==> config.mk <==
export PLATFORM = sky130hd
export DESIGN_NAME = header_length_frame_receiver
export DESIGN_NICKNAME = d
export VERILOG_FILES = /design/src/rtl/core/frx_pkg.sv /design/src/rtl/core/frx_core.sv /design/src/rtl/core/frx_out_fifo.sv /design/src/rtl/core/header_length_frame_receiver.sv
export SDC_FILE = /design/constraint.sdc
export NUM_CORES = 1
export LEC_CHECK = 0
export ABC_AREA = 1
export BUFFER_PORTS_ARGS = -buffer_cell sky130_fd_sc_hd__buf_2
export CAP_MARGIN = 20
export CORE_MARGIN = 1
export CORE_UTILIZATION = 60
export DETAILED_ROUTE_END_ITERATION = 12
export GPL_ROUTABILITY_DRIVEN = 0
export PLACE_DENSITY = 0.76
export REMOVE_ABC_BUFFERS = 1
export SLEW_MARGIN = 20
export SYNTH_ARGS = -nofsm -noshare
export SYNTH_HDL_FRONTEND = slang
export SYNTH_SLANG_ARGS = --single-unit
==> constraint.sdc <==
create_clock -name i_clk -period 6.1 [get_ports i_clk]
set_clock_uncertainty 0.05 [all_clocks]
set_input_delay 1.22 -clock i_clk [delete_from_list [all_inputs] [get_ports i_clk]]
set_output_delay 1.22 -clock i_clk [all_outputs]
set_load 0.03 [all_outputs]
==> src/rtl/core/frx_pkg.sv <==
`default_nettype none
package frx_pkg;

    localparam int BUFFER_DEPTH_DEF = 128;
    localparam int OUT_FIFO_DEPTH   = 3;

    localparam logic [7:0] HEADER_RESET  = 8'h55;
    localparam logic [6:0] MAX_LEN_RESET = 7'd80;
    localparam logic [7:0] LEN_POS       = 8'd5;
    localparam logic [8:0] LEN_EXTRA     = 9'd7;

    localparam logic CFG_HEADER  = 1'b0;
    localparam logic CFG_MAX_LEN = 1'b1;

    typedef enum logic [1:0] {
        KIND_BYTE    = 2'd0,
        KIND_RELEASE = 2'd1,
        KIND_READ    = 2'd2
    } t_kind;

    typedef enum logic [1:0] {
        ST_IDLE = 2'd0,
        ST_RECV = 2'd1,
        ST_DONE = 2'd2
    } t_rx_state;

    typedef struct packed {
        logic [7:0] read_data;
        logic [7:0] byte_count;
        logic       frame_dropped;
        logic       frame_complete;
        logic [1:0] status;
    } t_result;

    localparam int RESULT_W = $bits(t_result);

endpackage
`default_nettype wire

==> src/rtl/core/frx_core.sv <==
`default_nettype none
module frx_core import frx_pkg::*; #(
    parameter int BUFFER_DEPTH = BUFFER_DEPTH_DEF
) (
    input  wire logic       i_clk,
    input  wire logic       i_rst_n,
    input  wire logic       i_cfg_we,
    input  wire logic       i_cfg_addr,
    input  wire logic [7:0] i_cfg_wdata,
    input  wire logic       i_accept,
    input  wire logic [1:0] i_kind,
    input  wire logic [7:0] i_rx_byte,
    input  wire logic [6:0] i_read_index,
    output logic            o_valid,
    output t_result         o_result
);

    localparam int AW = $clog2(BUFFER_DEPTH);

    logic [7:0] r_store [BUFFER_DEPTH];

    logic [7:0] r_header;
    logic [6:0] r_max_len;
    t_rx_state  r_state, n_state;
    logic [7:0] r_count, n_count;
    logic [7:0] r_pos0;
    logic [7:0] r_len;

    logic       r_s1_valid;
    t_rx_state  r_s1_state;
    logic       r_s1_complete;
    logic       r_s1_dropped;
    logic [7:0] r_s1_count;
    logic       r_s1_is_read;
    logic [7:0] r_rd_q;

    t_kind      kind;
    logic [7:0] cnt_inc;
    logic [7:0] len_val;
    logic [8:0] target;
    logic       have_len;
    logic       hit;
    logic       over;
    logic       start;
    logic       is_byte;
    logic       n_complete;
    logic       n_dropped;
    logic       wr_en;
    logic [6:0] wr_pos;

    assign kind     = t_kind'(i_kind);
    assign is_byte  = (kind == KIND_BYTE);
    assign cnt_inc  = r_count + 8'd1;
    assign len_val  = (r_count == LEN_POS) ? i_rx_byte : r_len;
    assign target   = {1'b0, len_val} + LEN_EXTRA;
    assign have_len = (cnt_inc > LEN_POS);
    assign hit      = have_len && (r_pos0 == r_header) && ({1'b0, cnt_inc} == target);
    assign over     = (have_len && ({1'b0, cnt_inc} > target)) || (cnt_inc > {1'b0, r_max_len});
    assign start    = (i_rx_byte == r_header);

    // next state
    always_comb begin
        n_state = r_state;
        n_count = r_count;
        case (kind)
            KIND_BYTE: begin
                case (r_state)
                    ST_IDLE: begin
                        if (start) begin
                            n_state = ST_RECV;
                            n_count = 8'd1;
                        end
                    end
                    ST_RECV: begin
                        n_count = cnt_inc;
                        if (hit) begin
                            n_state = ST_DONE;
                        end else if (over) begin
                            n_state = ST_IDLE;
                            n_count = 8'd0;
                        end
                    end
                    default: begin
                        n_state = r_state;
                    end
                endcase
            end
            KIND_RELEASE: begin
                if (r_state == ST_DONE) begin
                    n_state = ST_IDLE;
                    n_count = 8'd0;
                end
            end
            default: begin
                n_state = r_state;
            end
        endcase
    end

    // outputs
    always_comb begin
        n_complete = 1'b0;
        n_dropped  = 1'b0;
        wr_en      = 1'b0;
        wr_pos     = r_count[6:0];
        case (r_state)
            ST_IDLE: begin
                wr_en  = is_byte && start;
                wr_pos = 7'd0;
            end
            ST_RECV: begin
                wr_en      = is_byte;
                n_complete = is_byte && hit;
                n_dropped  = is_byte && !hit && over;
            end
            default: begin
                wr_en = 1'b0;
            end
        endcase
    end

    always_ff @(posedge i_clk) begin
        if (!i_rst_n) begin
            r_header  <= HEADER_RESET;
            r_max_len <= MAX_LEN_RESET;
        end else if (i_cfg_we) begin
            if (i_cfg_addr == CFG_HEADER) begin
                r_header <= i_cfg_wdata;
            end else if (i_cfg_addr == CFG_MAX_LEN) begin
                r_max_len <= i_cfg_wdata[6:0];
            end
        end
    end

    always_ff @(posedge i_clk) begin
        if (!i_rst_n) begin
            r_state    <= ST_IDLE;
            r_count    <= 8'd0;
            r_s1_valid <= 1'b0;
        end else begin
            r_s1_valid <= i_accept;
            if (i_accept) begin
                r_state <= n_state;
                r_count <= n_count;
            end
        end
    end

    always_ff @(posedge i_clk) begin
        if (i_accept) begin
            r_s1_state    <= n_state;
            r_s1_complete <= n_complete;
            r_s1_dropped  <= n_dropped;
            r_s1_count    <= n_count;
            r_s1_is_read  <= (kind == KIND_READ);
            if (wr_en && (wr_pos == 7'd0)) begin
                r_pos0 <= i_rx_byte;
            end
            if (wr_en && ({1'b0, wr_pos} == LEN_POS)) begin
                r_len <= i_rx_byte;
            end
        end
    end

    // frame buffer
    always_ff @(posedge i_clk) begin
        if (i_accept && wr_en) begin
            r_store[{{(AW-7){1'b0}}, wr_pos}] <= i_rx_byte;
        end
        if (i_accept && (kind == KIND_READ)) begin
            r_rd_q <= r_store[{{(AW-7){1'b0}}, i_read_index}];
        end
    end

    assign o_valid                 = r_s1_valid;
    assign o_result.status         = r_s1_state;
    assign o_result.frame_complete = r_s1_complete;
    assign o_result.frame_dropped  = r_s1_dropped;
    assign o_result.byte_count     = r_s1_count;
    assign o_result.read_data      = r_s1_is_read ? r_rd_q : 8'd0;

    a_flags_exclusive: assert property (@(posedge i_clk) disable iff (!i_rst_n)
        r_s1_valid |-> !(r_s1_complete && r_s1_dropped))
        else $error("complete and dropped together");

    a_idle_count: assert property (@(posedge i_clk) disable iff (!i_rst_n)
        (r_state == ST_IDLE) |-> (r_count == 8'd0))
        else $error("count nonzero while idle");

    a_complete_done: assert property (@(posedge i_clk) disable iff (!i_rst_n)
        (r_s1_valid && r_s1_complete) |-> (r_s1_state == ST_DONE))
        else $error("completed frame not held");

    a_done_holds: assert property (@(posedge i_clk) disable iff (!i_rst_n)
        (i_accept && r_state == ST_DONE && kind == KIND_BYTE) |=> $stable(r_count))
        else $error("count moved on a held frame");

endmodule
`default_nettype wire

==> src/rtl/core/frx_out_fifo.sv <==
`default_nettype none
module frx_out_fifo import frx_pkg::*; (
    input  wire logic     i_clk,
    input  wire logic     i_rst_n,
    input  wire logic     i_push,
    input  wire t_result  i_data,
    input  wire logic     i_pop,
    output logic          o_valid,
    output t_result       o_data,
    output logic [1:0]    o_count
);

    t_result    r_mem [OUT_FIFO_DEPTH];
    logic [1:0] r_wr_ptr;
    logic [1:0] r_rd_ptr;
    logic [1:0] r_cnt;
    logic       pop;

    localparam logic [1:0] LAST = 2'(OUT_FIFO_DEPTH - 1);

    assign pop     = i_pop && (r_cnt != 2'd0);
    assign o_valid = (r_cnt != 2'd0);
    assign o_data  = r_mem[r_rd_ptr];
    assign o_count = r_cnt;

    always_ff @(posedge i_clk) begin
        if (!i_rst_n) begin
            r_wr_ptr <= 2'd0;
            r_rd_ptr <= 2'd0;
            r_cnt    <= 2'd0;
        end else begin
            if (i_push) begin
                r_wr_ptr <= (r_wr_ptr == LAST) ? 2'd0 : r_wr_ptr + 2'd1;
            end
            if (pop) begin
                r_rd_ptr <= (r_rd_ptr == LAST) ? 2'd0 : r_rd_ptr + 2'd1;
            end
            r_cnt <= r_cnt + {1'b0, i_push} - {1'b0, pop};
        end
    end

    always_ff @(posedge i_clk) begin
        if (i_push) begin
            r_mem[r_wr_ptr] <= i_data;
        end
    end

    a_no_overflow: assert property (@(posedge i_clk) disable iff (!i_rst_n)
        (r_cnt == LAST + 2'd1) |-> (!i_push || pop))
        else $error("result queue overflow");

    a_ptr_range: assert property (@(posedge i_clk) disable iff (!i_rst_n)
        (r_wr_ptr <= LAST) && (r_rd_ptr <= LAST))
        else $error("queue pointer out of range");

endmodule
`default_nettype wire

==> src/rtl/core/header_length_frame_receiver.sv <==
`default_nettype none
// channel   dir  handshake                          payload
// s_axis    in   i_s_axis_tvalid / o_s_axis_tready  tdata rx_byte, read_index; tuser kind
// m_axis    out  o_m_axis_tvalid / i_m_axis_tready  tdata status .. read_data
// cfg       in   i_cfg_we (no wait)                 i_cfg_addr, i_cfg_wdata
//
// one word accepted per cycle while tready is high; its result passes through the result register
// (with the registered buffer read) and then through the result queue before it can be taken
// tready drops while the three-entry result queue and the result register hold three words
// reset is synchronous; the frame buffer is not cleared and needs no sweep
module header_length_frame_receiver import frx_pkg::*; #(
    parameter int BUFFER_DEPTH = BUFFER_DEPTH_DEF
) (
    input  wire logic        i_clk,
    input  wire logic        i_rst_n,
    input  wire logic        i_s_axis_tvalid,
    output logic             o_s_axis_tready,
    input  wire logic [15:0] i_s_axis_tdata,  // rx_byte[7:0], read_index[14:8], zero
    input  wire logic [1:0]  i_s_axis_tuser,  // kind[1:0]
    output logic             o_m_axis_tvalid,
    input  wire logic        i_m_axis_tready,
    output logic [23:0]      o_m_axis_tdata,  // status[1:0], frame_complete[2],
                                              // frame_dropped[3], byte_count[11:4],
                                              // read_data[19:12], zero
    input  wire logic        i_cfg_we,
    input  wire logic        i_cfg_addr,
    input  wire logic [7:0]  i_cfg_wdata
);

    logic    accept;
    logic    s1_valid;
    t_result s1_result;
    t_result q_data;
    logic    q_valid;
    logic [1:0] q_count;

    assign o_s_axis_tready = ({1'b0, q_count} + {2'b0, s1_valid}) < 3'(OUT_FIFO_DEPTH);
    assign accept          = i_s_axis_tvalid && o_s_axis_tready;

    frx_core #(
        .BUFFER_DEPTH(BUFFER_DEPTH)
    ) u_core (
        .i_clk       (i_clk),
        .i_rst_n     (i_rst_n),
        .i_cfg_we    (i_cfg_we),
        .i_cfg_addr  (i_cfg_addr),
        .i_cfg_wdata (i_cfg_wdata),
        .i_accept    (accept),
        .i_kind      (i_s_axis_tuser),
        .i_rx_byte   (i_s_axis_tdata[7:0]),
        .i_read_index(i_s_axis_tdata[14:8]),
        .o_valid     (s1_valid),
        .o_result    (s1_result)
    );

    frx_out_fifo u_out_fifo (
        .i_clk  (i_clk),
        .i_rst_n(i_rst_n),
        .i_push (s1_valid),
        .i_data (s1_result),
        .i_pop  (i_m_axis_tready),
        .o_valid(q_valid),
        .o_data (q_data),
        .o_count(q_count)
    );

    assign o_m_axis_tvalid = q_valid;
    assign o_m_axis_tdata  = {{(24 - RESULT_W){1'b0}}, q_data};

endmodule
`default_nettype wire
==> results.rst <==
.. list-table::
   :header-rows: 1

   * - Metric
     - Value
   * - Utilization of the core after routing
     - 0.671
   * - TritonCTS clock tree
     - yes
   * - Initial antenna violation count
     - 7
   * - Number of vias per cell
     - 6.33
   * - Peak clock frequency supported by timing
     - 233 MHz
   * - Cell row count
     - 101
   * - Wire length of the first global-routing pass
     - 171 mm
   * - Cell area after synthesis
     - 0.0467 mm²
   * - Delay-heaviest family, CP
     - simple AND/OR/NAND/NOR gates
   * - Final nets
     - 3753
   * - Post-CTS resize count
     - 0
   * - Proportion of synthesized chip area in sequential cells
     - 0.735
   * - Hold Crit Class
     - flop to flop
   * - Async set or reset register ratio after synthesis
     - 0
   * - Maximum number of pins on one net before global-route repair
     - 172
   * - Antenna violation net count after detailed routing
     - 0
   * - Worst Slack Setup Final
     - 1.81 ns
   * - Minimum clock period
     - 4.29 ns
   * - Final routed wire length divided by cell count
     - 23.8 µm
   * - Category of the most critical setup path
     - flop to flop
   * - Number of ports placed on the die boundary
     - 58
   * - Buffers and inverters on the worst path
     - 2
   * - Number of levels the H-tree was split into
     - 3
   * - Pint
     - 13000 µW
   * - Net switching share of the total power
     - 0.240
   * - Clock transition at the register clock pins on the worst setup and hold paths after CTS
     - 0.06 ns
   * - Logic gate share of total power
     - 0.093
   * - Maximum ir drop on the vdd rail
     - 0.227 mV
   * - Count of state elements after synthesis
     - 1155
   * - All-Layer GR Usage
     - 0.289
   * - Final hold violation count
     - 0
   * - Power per standard cell area
     - 334 mW/mm²
   * - Max-cap viol count
     - 0
   * - Gate count of the mapped netlist
     - 3725
   * - CP Capture Type
     - flop
   * - Port Buf Inserts
     - 52
   * - Number of cells on the worst reg-to-reg path
     - 19
   * - Switching power summed over all nets
     - 4120 µW
   * - Post-detailed-placement cell area
     - 0.0478 mm²
   * - Data required time of the worst path
     - 6.48 ns
   * - Post-detail-place hpwl
     - 64.8 mm
   * - Reg power frac
     - 0.519
   * - WP data arrival
     - 4.67 ns
   * - Root buffer cell
     - clkbuf_16
   * - Post-synth EDFFs
     - 1121
   * - Initial Utilization
     - 0.611
   * - Total Die Area
     - 0.0790 mm²
   * - Num CTS Buffers
     - 110
   * - Drt drc
     - 0
   * - Critical path cell sequence
     - ha_1 > nand3_4 > nor2_8 > mux2i_1 > ha_1 > nand3_1 > nand2_1 > inv_2 > nand3_1 > xor2_1 > ha_1 > nand3_1 > nor4b_1 > nor3b_1 > nand3_2 > nand2_1 > nor2_1 > o22ai_1 > inv_1
   * - Number of hold buffers added after CTS
     - 0
   * - Number of buffers inserted by post-CTS setup repair
     - 0
   * - Kind of launch point of the worst setup path
     - flop
   * - Post-Place Setup Slack
     - 1.30 ns
   * - Storage element area
     - 0.0343 mm²
   * - Final period utilization
     - 0.704
   * - Area of combinational cells with multiple inputs
     - 0.0110 mm²
   * - Design area
     - 0.0513 mm²
   * - Worst-case clock buffer depth
     - 3
   * - Unrepaired setup endpoints after global routing
     - false
   * - Die outline width
     - 281 µm
   * - Total routed wirelength
     - 115 mm
   * - Clock power frac
     - 0.389
   * - Leading area contributor after synthesis
     - edfxtp_1
   * - Transition at the pin with the smallest max-transition slack
     - 1.17 ns
   * - Max FO, Critical Path
     - 9
   * - P_leak
     - 0.0167 µW
   * - Setup TNS
     - 0 ns
   * - Outcome
     - finished, final reports clean
   * - Most used flip-flop cell after synthesis
     - edfxtp_1
   * - Num Clock Sinks
     - 1155
   * - Cell types with the largest area share after synthesis
     - edfxtp_1 72%, nor2_1 6.6%, o21ai_0 6.4%
   * - Die Y-Extent
     - 281 µm
   * - Share of final-layout standard cells stronger than drive strength 1
     - 0.0778
   * - GR Overflow Total
     - 0
   * - Drt pass-1 iters
     - 6
   * - Max Transition Viols Final
     - 0
   * - Worst hold-check slack
     - 0.418 ns
   * - Crit-path max cell delay
     - 0.61 ns
   * - Via count
     - 30.5k
   * - Fill count
     - 5237
   * - Syn Area/Cell
     - 12.5 µm²
   * - Portion of synthesized cell area occupied by the leading cell type
     - 0.721
   * - Synth warnings
     - 0
   * - Later-pin clock latency in the skew report
     - 0.70 ns
   * - Final setup viols
     - 0
   * - Via count of the first global-routing pass
     - 28.5k
   * - Relative slew slack
     - 0.215
   * - Core area
     - 0.0765 mm²
   * - Number of gates on the worst path with buffers counted
     - 19
   * - Layout area overhead
     - 9.89%
   * - Number of DRC markers in iteration 0
     - 4362
   * - Worst hold path depth
     - 0
   * - CP max-delay cell
     - dfxtp_1
   * - Yosys cell types
     - 47
## final cells by class
type	instances	area share
clock inverter	72	0.0127
clock buffer	132	0.0561
inverter	76	0.00585
sequential	1155	0.669
tap	1030	0.0251
multi-input combinational	2244	0.214
timing repair buffer	111	0.0172
antenna	4	0.000195
## per-stage QoR
step / instances / total power, µW
global placement: 4615 / 10600
CTS: 4820 / 17100
global route: 4823 / 17600
finish: 4824 / 17100
floorplan: 3475 / 9940
detailed placement: 4616 / 10600
## state kept, by name, indices dropped and copies added, names as in the netlist, named ones only
register and cells:
u_core.r_header 8, u_core.r_s1_is_read 1, u_core.r_s1_dropped 1, u_core.r_store 1024, u_out_fifo.r_mem 60, u_out_fifo.r_wr_ptr 2, u_out_fifo.r_rd_ptr 2, u_core.r_len 8
u_core.r_max_len 7, u_core.r_pos0 8, u_core.r_s1_count 8, u_out_fifo.o_count 2, u_core.r_s1_state 2, u_core.r_count 8, u_core.o_valid 1, u_core.r_state 2
u_core.r_s1_complete 1, u_core.r_rd_q 8
## path summary, 6_finish.rpt
path                              from                      to  slack (ns)
setup / recovery     u_core.r_count[0]    u_core.r_s1_state[0]        1.81
setup reg to reg     u_core.r_count[0]    u_core.r_s1_state[0]        1.81
hold / removal    u_core.r_s1_count[3]  u_out_fifo.r_mem[0][7]        0.42
hold reg to reg   u_core.r_s1_count[3]  u_out_fifo.r_mem[0][7]        0.42
## layout by cell type (no fill, tap or decap), drive strengths merged, types with 17 or more instances in the layout
master | netlist | layout
o21ai | 654 | 654
clkbuf | 165 | 132
nand3 | 61 | 61
o22ai | 258 | 258
or2 | 17 | 17
xor2 | 17 | 17
o221ai | 48 | 48
edfxtp | 1121 | 1121
o211ai | 35 | 35
inv | 75 | 76
nand2 | 202 | 202
dfxtp | 34 | 34
clkinv | 1 | 59
buf | 88 | 111
ha | 23 | 23
nor2 | 823 | 823
a21oi | 64 | 64
## worst register-to-register path, cell delays in order (launching register included)
cell and delay [ns]:
dfxtp_1 0.61, ha_1 0.28, nand3_4 0.15, nor2_8 0.21, mux2i_1 0.37, ha_1 0.26, nand3_1 0.09, nand2_1 0.12
inv_2 0.05, nand3_1 0.08, xor2_1 0.08, ha_1 0.30, nand3_1 0.11, nor4b_1 0.37, nor3b_1 0.32, nand3_2 0.19
nand2_1 0.13, nor2_1 0.05, o22ai_1 0.16, inv_1 0.06
## power groups by stage
| stage | logic, µW | clock network (µW) | registers [µW] |
|---|---|---|---|
| global route | 1720 | 6980 | 8890 |
| finish | 1590 | 6660 | 8880 |
| floorplan | 899 | 0 | 9040 |
| detailed placement | 1570 | 0 | 9050 |
| CTS | 1580 | 6690 | 8880 |
| global placement | 1540 | 0 | 9040 |
## cells in the mapped netlist (2+ instances only)
| cell type | number |
|---|---|
| ha_1 | 23 |
| nor2_4 | 3 |
| buf_4 | 20 |
| a21oi_1 | 64 |
| nand3_1 | 58 |
| nand4_1 | 9 |
| nand2_4 | 2 |
| nor3_1 | 7 |
| clkbuf_1 | 165 |
| buf_1 | 3 |
| nand3b_1 | 2 |
| buf_2 | 60 |
| buf_6 | 5 |
| edfxtp_1 | 1121 |
| nand3_2 | 2 |
| o211ai_1 | 35 |
| inv_2 | 5 |
| nor2_1 | 818 |
| or2_1 | 13 |
| mux2i_1 | 2 |
| inv_1 | 70 |
| nand2_1 | 198 |
| or2_2 | 4 |
| o22ai_1 | 258 |
| xnor2_1 | 7 |
| dfxtp_1 | 34 |
| o21ai_0 | 596 |
| o21ai_1 | 58 |
| o221ai_1 | 48 |
| xor2_1 | 17 |
| nand2_2 | 2 |
## kinds of logic (layout without fill, tap and decap cells)
family,count (synthesis),in the layout,share of synthesized area
multiplexers,2,2,0.000429
other,1,8,0.0000803
adder cells (fa/ha/maj),23,23,0.00616
flip-flops,1155,1155,0.735
buffers and inverters,329,391,0.0305
XOR/XNOR,24,24,0.00450
AND/OR/NAND/NOR,1124,1124,0.0957
AO/OA/AOI/OAI,1067,1067,0.127
## metal layers
metal | wire (µm) | up-vias | global-route usage | part of all wire
met2 | 54300 | 1792 | 0.455 | 0.47
met3 | 12400 | 238 | 0.0514 | 0.11
met4 | 3940 | 4 | 0.111 | 0.034
met1 | 44000 | 14800 | 0.406 | 0.38
li1 | - | 13700 | - | -
met5 | 24 | - | 0 | 0.00021
No activity file was read; power rests on OpenSTA's default activity.
